===== config.mk =====
export PLATFORM = sky130hd
export DESIGN_NAME = cruise_control_pd_throttle_flat
export DESIGN_NICKNAME = d
export VERILOG_FILES = /design/src/design/ccpd_pkg.sv /design/src/design/ccpd_stream_if.sv /design/src/design/ccpd_cfg_regs.sv /design/src/design/ccpd_step.sv /design/src/design/cruise_control_pd_throttle.sv /design/src/flat_wrapper.sv
export SDC_FILE = /design/constraint.sdc
export NUM_CORES = 1
export LEC_CHECK = 0
export ABC_CLOCK_PERIOD_IN_PS = 30400
export BUFFER_PORTS_ARGS = -buffer_cell sky130_fd_sc_hd__buf_2
export CAP_MARGIN = 0
export CORE_AREA = 3 3 180 182
export DETAILED_ROUTE_END_ITERATION = 10
export DIE_AREA = 0 0 183 185
export MAX_ROUTING_LAYER = met4
export PLACE_DENSITY = 0.85
export REMOVE_ABC_BUFFERS = 1
export SYNTH_ARGS = -nofsm -noshare
export SYNTH_HDL_FRONTEND = slang
export SYNTH_SLANG_ARGS = --single-unit

===== constraint.sdc =====
create_clock -name clk -period 30.4 [get_ports clk]
set_input_delay 4.56 -clock clk [delete_from_list [all_inputs] [get_ports clk]]
set_output_delay 4.56 -clock clk [all_outputs]
set_load 0.01 [all_outputs]

===== src/design/ccpd_pkg.sv =====
// shared types, widths and register codes for the cruise control pd throttle block
package ccpd_pkg;

  // field widths
  localparam int VEL_W      = 16;
  localparam int THR_W      = 8;
  localparam int GAIN_W     = 8;
  localparam int LIM_W      = 15;
  localparam int ERR_W      = VEL_W + 1;
  localparam int DIFF_W     = ERR_W + 1;
  // kp*e + kd*de stays below 2^26 in magnitude
  localparam int CORR_W     = 27;
  localparam int CFG_IDX_W  = 3;
  localparam int CFG_DATA_W = 16;

  // register reset values
  localparam logic [GAIN_W-1:0]       GAIN_P_RST = 8'd2;
  localparam logic [GAIN_W-1:0]       GAIN_D_RST = 8'd0;
  localparam logic [LIM_W-1:0]        LIMIT_RST  = 15'd80;
  localparam logic [THR_W-1:0]        FULL_RST   = 8'd80;
  localparam logic [THR_W-1:0]        IDLE_RST   = 8'd10;
  localparam logic signed [VEL_W-1:0] ENGAGE_RST = 16'sd25;

  // configuration register indexes
  typedef enum logic [CFG_IDX_W-1:0] {
    REG_GAIN_P = 3'd0,
    REG_GAIN_D = 3'd1,
    REG_LIMIT  = 3'd2,
    REG_FULL   = 3'd3,
    REG_IDLE   = 3'd4,
    REG_ENGAGE = 3'd5
  } ccpd_reg_t;

  // input item of one control tick
  typedef struct packed {
    logic signed [VEL_W-1:0] velocity;
    logic                    engine_on;
    logic                    high_gear;
    logic                    cruise_request;
    logic                    accel_pedal;
  } ccpd_in_t;

  // result item
  typedef struct packed {
    logic [THR_W-1:0]        throttle;
    logic                    cruise_active;
    logic signed [VEL_W-1:0] shown_target;
  } ccpd_out_t;

  // configuration write transaction
  typedef struct packed {
    logic [CFG_IDX_W-1:0]  index;
    logic [CFG_DATA_W-1:0] value;
  } ccpd_cfg_wr_t;

  // configuration register contents
  typedef struct packed {
    logic [GAIN_W-1:0]       gain_proportional;
    logic [GAIN_W-1:0]       gain_derivative;
    logic [LIM_W-1:0]        correction_limit;
    logic [THR_W-1:0]        full_throttle;
    logic [THR_W-1:0]        idle_throttle;
    logic signed [VEL_W-1:0] engage_speed;
  } ccpd_cfg_t;

  // controller state carried from tick to tick
  typedef struct packed {
    logic [THR_W-1:0]        held_throttle;
    logic                    target_latched;
    logic signed [VEL_W-1:0] target_speed;
    logic signed [ERR_W-1:0] previous_error;
  } ccpd_state_t;

endpackage


===== src/design/ccpd_stream_if.sv =====
// valid/ready channel carrying one payload per transaction
interface ccpd_stream_if #(
  parameter type payload_t = logic
);
  logic     valid;
  logic     ready;
  payload_t data;

  modport source (output valid, output data, input ready);
  modport sink (input valid, input data, output ready);
endinterface


===== src/design/ccpd_cfg_regs.sv =====
// configuration register file of the cruise control pd throttle block
module ccpd_cfg_regs (
  input  logic                  clk,
  input  logic                  rst,
  input  logic                  wr_en,
  input  ccpd_pkg::ccpd_cfg_wr_t wr,
  output ccpd_pkg::ccpd_cfg_t   regs
);
  import ccpd_pkg::*;

  // register writes, unknown indexes are dropped
  always_ff @(posedge clk) begin
    if (rst) begin
      regs.gain_proportional <= GAIN_P_RST;
      regs.gain_derivative   <= GAIN_D_RST;
      regs.correction_limit  <= LIMIT_RST;
      regs.full_throttle     <= FULL_RST;
      regs.idle_throttle     <= IDLE_RST;
      regs.engage_speed      <= ENGAGE_RST;
    end else if (wr_en) begin
      unique case (ccpd_reg_t'(wr.index))
        REG_GAIN_P: regs.gain_proportional <= wr.value[GAIN_W-1:0];
        REG_GAIN_D: regs.gain_derivative   <= wr.value[GAIN_W-1:0];
        REG_LIMIT:  regs.correction_limit  <= wr.value[LIM_W-1:0];
        REG_FULL:   regs.full_throttle     <= wr.value[THR_W-1:0];
        REG_IDLE:   regs.idle_throttle     <= wr.value[THR_W-1:0];
        REG_ENGAGE: regs.engage_speed      <= $signed(wr.value[VEL_W-1:0]);
        default: begin
        end
      endcase
    end
  end

endmodule


===== src/design/ccpd_step.sv =====
// one control tick: engagement, pd correction with clamp, throttle update
module ccpd_step (
  input  ccpd_pkg::ccpd_cfg_t   regs,
  input  ccpd_pkg::ccpd_state_t state,
  input  ccpd_pkg::ccpd_in_t    item,
  output ccpd_pkg::ccpd_state_t state_next,
  output ccpd_pkg::ccpd_out_t   res
);
  import ccpd_pkg::*;

  logic                     active;
  logic signed [VEL_W-1:0]  target;
  logic signed [ERR_W-1:0]  err;
  logic signed [DIFF_W-1:0] diff;
  logic signed [CORR_W-1:0] p_term;
  logic signed [CORR_W-1:0] d_term;
  logic signed [CORR_W-1:0] corr_raw;
  logic signed [CORR_W-1:0] lim_pos;
  logic signed [CORR_W-1:0] lim_neg;
  logic signed [CORR_W-1:0] corr;
  logic [THR_W-1:0]         base_throttle;
  logic [THR_W-1:0]         throttle;

  // regulation runs in high gear with cruise requested at or above engage speed
  assign active = item.engine_on & item.high_gear & item.cruise_request &
                  ($signed(item.velocity) >= $signed(regs.engage_speed));

  // target latches on the first regulating tick
  assign target = state.target_latched ? state.target_speed : item.velocity;

  // exact error and change in error
  assign err  = $signed({target[VEL_W-1], target}) -
                $signed({item.velocity[VEL_W-1], item.velocity});
  assign diff = $signed({err[ERR_W-1], err}) -
                $signed({state.previous_error[ERR_W-1], state.previous_error});

  // pd products, gains are unsigned
  assign p_term = $signed({{(CORR_W-GAIN_W){1'b0}}, regs.gain_proportional}) *
                  $signed({{(CORR_W-ERR_W){err[ERR_W-1]}}, err});
  assign d_term = $signed({{(CORR_W-GAIN_W){1'b0}}, regs.gain_derivative}) *
                  $signed({{(CORR_W-DIFF_W){diff[DIFF_W-1]}}, diff});
  assign corr_raw = p_term + d_term;

  // symmetric clamp
  assign lim_pos = $signed({{(CORR_W-LIM_W){1'b0}}, regs.correction_limit});
  assign lim_neg = -lim_pos;

  always_comb begin
    priority if (corr_raw > lim_pos) begin
      corr = lim_pos;
    end else if (corr_raw < lim_neg) begin
      corr = lim_neg;
    end else begin
      corr = corr_raw;
    end
  end

  // accelerator overrides the held value before regulation
  assign base_throttle = item.accel_pedal ? regs.full_throttle : state.held_throttle;

  // throttle and state update
  always_comb begin
    state_next = state;
    throttle   = state.held_throttle;
    if (item.engine_on) begin
      if (active) begin
        throttle                  = base_throttle + corr[THR_W-1:0];
        state_next.target_latched = 1'b1;
        state_next.target_speed   = target;
        state_next.previous_error = err;
      end else begin
        // dropping a latched target or releasing the pedal falls back to idle
        throttle = (state.target_latched || !item.accel_pedal) ?
                   regs.idle_throttle : regs.full_throttle;
        state_next.target_latched = 1'b0;
      end
      state_next.held_throttle = throttle;
    end
  end

  // result item
  assign res.throttle      = throttle;
  assign res.cruise_active = active;
  assign res.shown_target  = active ? target : '0;

endmodule


===== src/design/cruise_control_pd_throttle.sv =====
// top level of the cruise control pd throttle regulator
//
//   channel  | dir | payload                                          | handshake
//   cfg      | in  | index, value (register write)                    | valid/ready
//   sample   | in  | velocity, engine_on, high_gear, cruise_request,  | valid/ready
//            |     | accel_pedal                                      |
//   result   | out | throttle, cruise_active, shown_target            | valid/ready
//
// one item per cycle sustained while results are taken; a result is registered
// after its sample transaction (the sample lands in the input register, the pd
// update moves it into the result register once that register is free).
// the tick state updates as an item moves into the result register, so the
// next item sees it at once. reset restores register defaults and clears state.
// a stalled result holds the pipe; sample stays ready while the input stage is
// free or moving. cfg is always ready.
module cruise_control_pd_throttle (
  input logic          clk,
  input logic          rst,
  ccpd_stream_if.sink   cfg,
  ccpd_stream_if.sink   sample,
  ccpd_stream_if.source result
);
  import ccpd_pkg::*;

  ccpd_cfg_t   regs;
  ccpd_state_t state;
  ccpd_state_t state_next;
  ccpd_in_t    s1_item;
  ccpd_out_t   step_res;
  ccpd_out_t   out_data;
  logic        s1_valid;
  logic        out_valid;
  logic        advance;

  // configuration registers
  assign cfg.ready = 1'b1;

  ccpd_cfg_regs u_cfg_regs (
    .clk   (clk),
    .rst   (rst),
    .wr_en (cfg.valid & cfg.ready),
    .wr    (cfg.data),
    .regs  (regs)
  );

  // pipeline flow control
  assign advance      = s1_valid && (!out_valid || result.ready);
  assign sample.ready = !s1_valid || advance;

  // input register
  always_ff @(posedge clk) begin
    if (rst) begin
      s1_valid <= 1'b0;
    end else if (sample.ready) begin
      s1_valid <= sample.valid;
    end
  end

  always_ff @(posedge clk) begin
    if (sample.valid && sample.ready) begin
      s1_item <= sample.data;
    end
  end

  // tick update
  ccpd_step u_step (
    .regs       (regs),
    .state      (state),
    .item       (s1_item),
    .state_next (state_next),
    .res        (step_res)
  );

  // controller state
  always_ff @(posedge clk) begin
    if (rst) begin
      state <= '0;
    end else if (advance) begin
      state <= state_next;
    end
  end

  // result register
  always_ff @(posedge clk) begin
    if (rst) begin
      out_valid <= 1'b0;
    end else if (advance) begin
      out_valid <= 1'b1;
    end else if (result.ready) begin
      out_valid <= 1'b0;
    end
  end

  always_ff @(posedge clk) begin
    if (advance) begin
      out_data <= step_res;
    end
  end

  assign result.valid = out_valid;
  assign result.data  = out_data;

  // an inactive result never shows a target
  a_target_hidden: assert property (@(posedge clk) disable iff (rst)
    (out_valid && !out_data.cruise_active) |-> (out_data.shown_target == '0))
    else $error("shown_target nonzero without cruise");

  // the latch is only set by a regulating tick moving through
  a_latch_source: assert property (@(posedge clk) disable iff (rst)
    $rose(state.target_latched) |-> $past(advance && step_res.cruise_active))
    else $error("target latched without a regulating tick");

  // state holds while no item moves into the result register
  a_state_hold: assert property (@(posedge clk) disable iff (rst)
    !advance |=> $stable(state))
    else $error("state changed without an item");

  // engine off leaves the throttle alone
  a_engine_off: assert property (@(posedge clk) disable iff (rst)
    (advance && !s1_item.engine_on) |=> $stable(state.held_throttle))
    else $error("throttle changed with engine off");

endmodule


===== src/flat_wrapper.sv =====
// flat-port wrapper written by rule: the top's interface ports become plain ports
module cruise_control_pd_throttle_flat import ccpd_pkg::*;
  (clk, rst, cfg_valid, cfg_data, cfg_ready, sample_valid, sample_data, sample_ready, result_valid, result_data, result_ready);
  ccpd_stream_if #(.payload_t(ccpd_cfg_wr_t)) cfg_i ();
  ccpd_stream_if #(.payload_t(ccpd_in_t)) sample_i ();
  ccpd_stream_if #(.payload_t(ccpd_out_t)) result_i ();
  input logic clk;
  input logic rst;
  input wire logic [$bits(cfg_i.valid)-1:0] cfg_valid;
  input wire logic [$bits(cfg_i.data)-1:0] cfg_data;
  output wire logic [$bits(cfg_i.ready)-1:0] cfg_ready;
  input wire logic [$bits(sample_i.valid)-1:0] sample_valid;
  input wire logic [$bits(sample_i.data)-1:0] sample_data;
  output wire logic [$bits(sample_i.ready)-1:0] sample_ready;
  output wire logic [$bits(result_i.valid)-1:0] result_valid;
  output wire logic [$bits(result_i.data)-1:0] result_data;
  input wire logic [$bits(result_i.ready)-1:0] result_ready;
  assign cfg_i.valid = cfg_valid;
  assign cfg_i.data = cfg_data;
  assign cfg_ready = cfg_i.ready;
  assign sample_i.valid = sample_valid;
  assign sample_i.data = sample_data;
  assign sample_ready = sample_i.ready;
  assign result_valid = result_i.valid;
  assign result_data = result_i.data;
  assign result_i.ready = result_ready;
  cruise_control_pd_throttle u_core (.clk(clk), .rst(rst), .cfg(cfg_i), .sample(sample_i), .result(result_i));
endmodule

# After elaboration in Yosys (flattened, before gate mapping)
# Cells that the tools add are included.
# W data, S select, Z words.
# word_totals
register_bits	152
input_bits	44
out_inout_bits	28
# op_classes
addsub	5
n_mul	2
magnitude_cmp	3
n_eq_ne	5
mux	10
bitwise_logic	3
reduce_logical	18
# ops
cell	count
$mux W8	6
$add A26 B27 Y27	1
$gt A27 B16 Y1	1
$lt A27 B27 Y1	1
$mul A9 B18 Y27	1
$neg A15 Y27	1
$mul A9 B17 Y26	1
$sub A17 B17 Y18	1
$sub A16 B16 Y17	1
$ge A16 B16 Y1	1
$mux W16	1
$reduce_and A2 Y1	7
$add A8 B8 Y8	1
$eq A3 B2 Y1 const B	2
$eq A3 B3 Y1 const B	2
$and A1 B1 Y1	3
$eq A3 B1 Y1 const B	1
$logic_not A1 Y1	3
$logic_not A3 Y1	1
$logic_or A1 B1 Y1	3
$mux W1	3
$reduce_and A3 Y1	1
$logic_and A1 B1 Y1	2
$reduce_bool A2 Y1	1

# Depth between registers and ports, before layout
# logic_depth
word_depth	11
mapped_depth	68
depth_no_buf	63

# By module
# Synthesis repeated with hierarchy kept, for this count alone.
# unflattened
cells_unflattened	2319
area_unflattened_um2	20787.4
# modules_own_cells
module	n_inst	cells_per_inst	area_per_inst_um2
ccpd_step	1	1840	14869.3
cruise_control_pd_throttle	1	239	3328.2
ccpd_cfg_regs	1	240	2590.0

# Worst setup path before layout
# Ideal clock, no wire load.
# synth_path
kind	register to register
startpoint	register, netlist name u_core.state[33]
endpoint	register u_core.out_data (netlist bit u_core.result.data[24]), data pin
setup_ps	266
arrival_ps	13771
required_ps	30134
slack_ps	16363
stages_incl_launch_ff	60
path_buffers	3
period_less_slack_ps	14037
path_cell_list	dfxtp_1 -> clkbuf_1 -> clkbuf_1 -> mux2i_1 -> inv_1 -> fa_1 -> a21o_1 -> a21oi_1 -> o21ai_0 -> a21o_1 -> a21oi_1 -> o21ai_0 -> nor2_1 -> xnor2_1 -> ha_1 -> or2_2 -> a21oi_1 -> inv_1 -> (+24 left out) -> and2_1 -> or2_0 -> o221ai_1 -> o21ba_1 -> buf_4 -> mux2_2 -> o21a_1 -> ha_1 -> a21o_1 -> a211oi_1 -> nor2_1 -> o41ai_1 -> xor2_1 -> or2_2 -> mux2_2 -> mux2i_1 -> mux2_2 -> o22ai_1
# synth_rtl
element	line	source
end signal, assigned	cruise_control_pd_throttle.sv:96	out_data <= step_res;
end, declared	cruise_control_pd_throttle.sv:30	ccpd_out_t out_data;

# Final worst setup path
# layout_path
startpoint	register, netlist name u_core.state[33]
endpoint	register, netlist name u_core.state[41]
# layout_between
elab_chain_len	10
# layout_rtl
element	line	source
$mux W16 (*)	ccpd_step.sv:29	assign target = state.target_latched ? state.target_speed : item.velocity;
$sub A16 B16 Y17 (*)	ccpd_step.sv:32	assign err = $signed({target[VEL_W-1], target}) -
named net u_core.u_step.err[8]	ccpd_step.sv:13	logic signed [ERR_W-1:0] err;
$sub A17 B17 Y18	ccpd_step.sv:34	assign diff = $signed({err[ERR_W-1], err}) -
$mul A9 B18 Y27	ccpd_step.sv:40	assign d_term = $signed({{(CORR_W-GAIN_W){1'b0}}, regs.gain_derivative}) *
$add A26 B27 Y27 (*)	ccpd_step.sv:42	assign corr_raw = p_term + d_term;
$lt A27 B27 Y1	ccpd_step.sv:51	end else if (corr_raw < lim_neg) begin
$mux W8	ccpd_step.sv:51	
$mux W8 (*)	ccpd_step.sv:49	priority if (corr_raw > lim_pos) begin
$add A8 B8 Y8 (*)	ccpd_step.sv:67	throttle = base_throttle + corr[THR_W-1:0];
$mux W8 (*)	ccpd_step.sv:66	if (active) begin
# Mark *: on every way through the listed nets, which the timed path passes. The rest lies on a longest branch.
# A chain may end at the register's enable or synchronous reset.

==> impl_metrics.ini <==
[cells_and_area]
final_nets = 2801
area_growth_syn_to_layout_pct = 6.57
stdcell_area_um2 = 21000
fillers = 2356
drive_gt1_share_pct = 6.75
n_antenna_cell = 0
finish.utilization_pct = 68.4

[yosys]
synth.area.top_cells = fa_1, ha_1, dfxtp_1
synth-edff-count = 45
synth-main-ff-cell = dfxtp_1
yosysWarnings = 0
synth_top_area_share_pct = 27.1
ys_seq_area_share_pct = 17.7
post-synth-top-area-cell = fa_1
synth_seq_cells = 152
postSynthCellCount = 2269
syn_area_per_cell_um2 = 8.69
syn_area_um2 = 19700
synth_cell_types = 73
synthArstFlopShare_pct = 0

[pwr]
power.leakage_uw = 0.00997
p_per_area_nw_per_um2 = 48.3
peakVddDrop_uv = 53.7

[run_status]
outcome = complete, no violations

[global_routing]
top_usage_layer = met2
use_met2_pct = 51.9
grt_pass1_wl_um = 82900
grt-ovfl-total = 0
grt_util_met1_pct = 40.0
grt_max_degree = 69
grt_use_met3_pct = 5.24
grt_antenna_before_repair = 0
first_global_vias = 16900
grt.total_usage_pct = 31.4

[floorplan]
coreArea_um2 = 30700
start_util_pct = 64.1
rows = 64
die_x_um = 183
num_io_pins = 72
die_h_um = 185
die-area_um2 = 33900

[route]
drcViolationCount = 0
first_pass_iters = 6
vias = 15800
routed_wirelength_um = 49400
ant_nets = 0
post_drt_wl_per_cell_um = 18.2
route.detailed.vias_per_inst = 5.83
drt_first_iter_violations = 1134

[clocking]
cts_buffer_depth = 2
hold_buffers = 0
cts_max_level = 4
clock_latency_ns = 0.44
cts_buffers = 17
cts_root_buf = clkbuf_16
cts_resized = 0
cts_sinks = 152
post_cts_buffers = 0
clk_pin_slew_ns = 0.08
cts_tree = yes

[critical_path]
r2r_slack_ns = 13.86
rr_worst_depth = 58
crit_path_start_kind = flip-flop
endpoint = u_core.state[41]$_SDFFE_PP0P_
worstPathMaxFanout = 18
cpMostUsedCell = fa_1
cp.required_ns = 30.75
cpMaxStageDelayCell = dfxtp_1
critPathMaxStageDelay_ns = 1.02
r2r_start = u_core.state[33]$_SDFFE_PP0P_
worstReg2RegEnd = u_core.state[41]$_SDFFE_PP0P_
worstSetupEndpointType = flip-flop
arrival_ns = 16.89
critPathKind = reg2reg
crit_start = u_core.state[33]$_SDFFE_PP0P_

[place]
place_congestion = 0.933
io_buffers = 70
dpl-instance-area_um2 = 20400
hpwl_um = 39600

[sta]
max_slew_margin_pct = 18.1
fin_crit_ns = 16.54
final.setup.tns_ns = 0
skew_ns = 0.0178
hold_slack_ns = 0.457
rsz0062_at_grt = false
setup_violations = 0
drv_slew = 0
worstMarginPinSlew_ns = 1.22
post-route-period-util_pct = 54.4
hold_violations = 0
max_freq_mhz = 60.5

[min_path]
holdPathStages = 2
hp-class = reg2reg

[flow_run]
drv_cap = 0
[worst max-delay path: cells and delay by family (launching register included)]
family          cells  cell delay (ns)
compound gates     21             5.45
fa+ha+maj          12             5.19
simple gates       11             1.71
xor+xnor            4             1.32
mux                 4             1.25
flops               1             1.02
buf+inv             6             0.52
[cell families after synthesis]
kind of cell               Yosys count  synth area share (%)
and+or+nand+nor                    711                  16.9
buffers and inverters              511                  9.78
adders and majority gates          458                  39.2
AOI/OAI and AO/OA                  299                  9.92
DFF                                152                  17.7
xor gates and xnor gates            85                  3.77
muxes                               52                  2.72
other                                1                0.0190
[routing by layer]
metal / wire length, µm / part of all wire, %
met1: 20100 / 41
met2: 24100 / 49
met3: 3950 / 8.0
met4: 1300 / 2.6
met5: 0 / 0
[through the flow]
step	cells	setup slack, ns	total power (µW)
2_1_floorplan	2196	16.31	633
3_3_place_gp	2676	14.65	764
3_5_place_dp	2676	14.16	791
4_1_cts	2708	14.04	1010
5_1_grt	2708	12.95	1090
6_report	2708	13.86	1020
[layout make-up]
| type | count | area [µm²] | share of cell area [%] |
|---|---|---|---|
| Clock buffer | 17 | 425 | 2.02 |
| Tap cell | 396 | 495 | 2.36 |
| Sequential cell | 152 | 3490 | 16.6 |
| Clock inverter | 15 | 180 | 0.857 |
| Timing Repair Buffer | 84 | 458 | 2.18 |
| Inverter | 438 | 1640 | 7.82 |
| Multi-Input combinational cell | 1606 | 14300 | 68.1 |
[how the worst min path moves through the flow]
stage | to | start
floorplan | u_core.u_cfg_regs.regs[16]$_SDFFE_PP0P_ | u_core.u_cfg_regs.regs[16]$_SDFFE_PP0P_
global placement | u_core.u_cfg_regs.regs[13]$_SDFFE_PP0P_ | u_core.u_cfg_regs.regs[13]$_SDFFE_PP0P_
detailed placement | u_core.state[7]$_SDFFE_PP0P_ | u_core.state[7]$_SDFFE_PP0P_
CTS | u_core.state[7]$_SDFFE_PP0P_ | u_core.state[7]$_SDFFE_PP0P_
global route | u_core.u_cfg_regs.regs[2]$_SDFFE_PP0P_ | u_core.u_cfg_regs.regs[2]$_SDFFE_PP0P_
finish | u_core.state[5]$_SDFFE_PP0P_ | u_core.state[5]$_SDFFE_PP0P_
[sequential cells by signal (all words and copies together) (netlist names)]
signal,count
u_core.result.valid,1
u_core.state,42
u_core.s1_item,20
u_core.result.data,25
u_core.s1_valid,1
u_core.u_cfg_regs.regs,63
[cell usage after synthesis (3+ instances only)]
| master | instances |
|---|---|
| a21boi_0 | 4 |
| fa_1 | 267 |
| nand2b_1 | 15 |
| clkbuf_1 | 65 |
| nor2_1 | 120 |
| and3_1 | 15 |
| mux2i_1 | 39 |
| or2_2 | 6 |
| o21ai_0 | 35 |
| o21ai_1 | 3 |
| nor4_1 | 12 |
| edfxtp_1 | 45 |
| a21o_1 | 21 |
| buf_2 | 3 |
| dfxtp_1 | 107 |
| a31oi_1 | 6 |
| a31o_2 | 3 |
| a211o_1 | 5 |
| or3_1 | 4 |
| and4_1 | 4 |
| nor3_1 | 20 |
| o21a_1 | 9 |
| o211ai_1 | 7 |
| ha_1 | 191 |
| nand3_1 | 20 |
| xnor2_1 | 64 |
| o31ai_1 | 5 |
| o21bai_1 | 8 |
| a211oi_1 | 30 |
| mux2_2 | 13 |
| inv_1 | 438 |
| nand2_1 | 329 |
| o41ai_2 | 5 |
| o22ai_1 | 8 |
| buf_1 | 3 |
| nand3b_1 | 8 |
| a21oi_1 | 121 |
| nand4_1 | 7 |
| and2_1 | 110 |
| xor2_1 | 21 |
| o31a_1 | 6 |
| nor2b_1 | 31 |
[layout by cell type, fill, tap and decap left out, types with 7 or more instances in the layout]
cell         n
nand4_1      7
nor4_1      12
a21o_1      21
a21oi_1    121
o211ai_1     7
mux2i_1     39
xnor2_1     64
buf_4       15
and2_1     110
o21bai_1     8
nand2b_1    15
mux2_2      13
dfxtp_1    107
inv_1      438
nor2b_1     31
o22ai_1      8
buf_2       69
nand2_1    329
ha_1       191
o21a_1       9
fa_1       267
clkbuf_16   17
a211oi_1    30
nand3_1     20
xor2_1      21
nand3b_1     8
nor2_1     119
and3_1      15
nor3_1      20
o21ai_0     35
edfxtp_1    45
[report_power, final]
group | total, µW | switching, µW | internal [µW]
clock | 217 | 105 | 112
sequential | 224 | 8.32 | 215
combinational | 575 | 355 | 220
total | 1020 | 468 | 548
(Power assumes the default switching activity.)
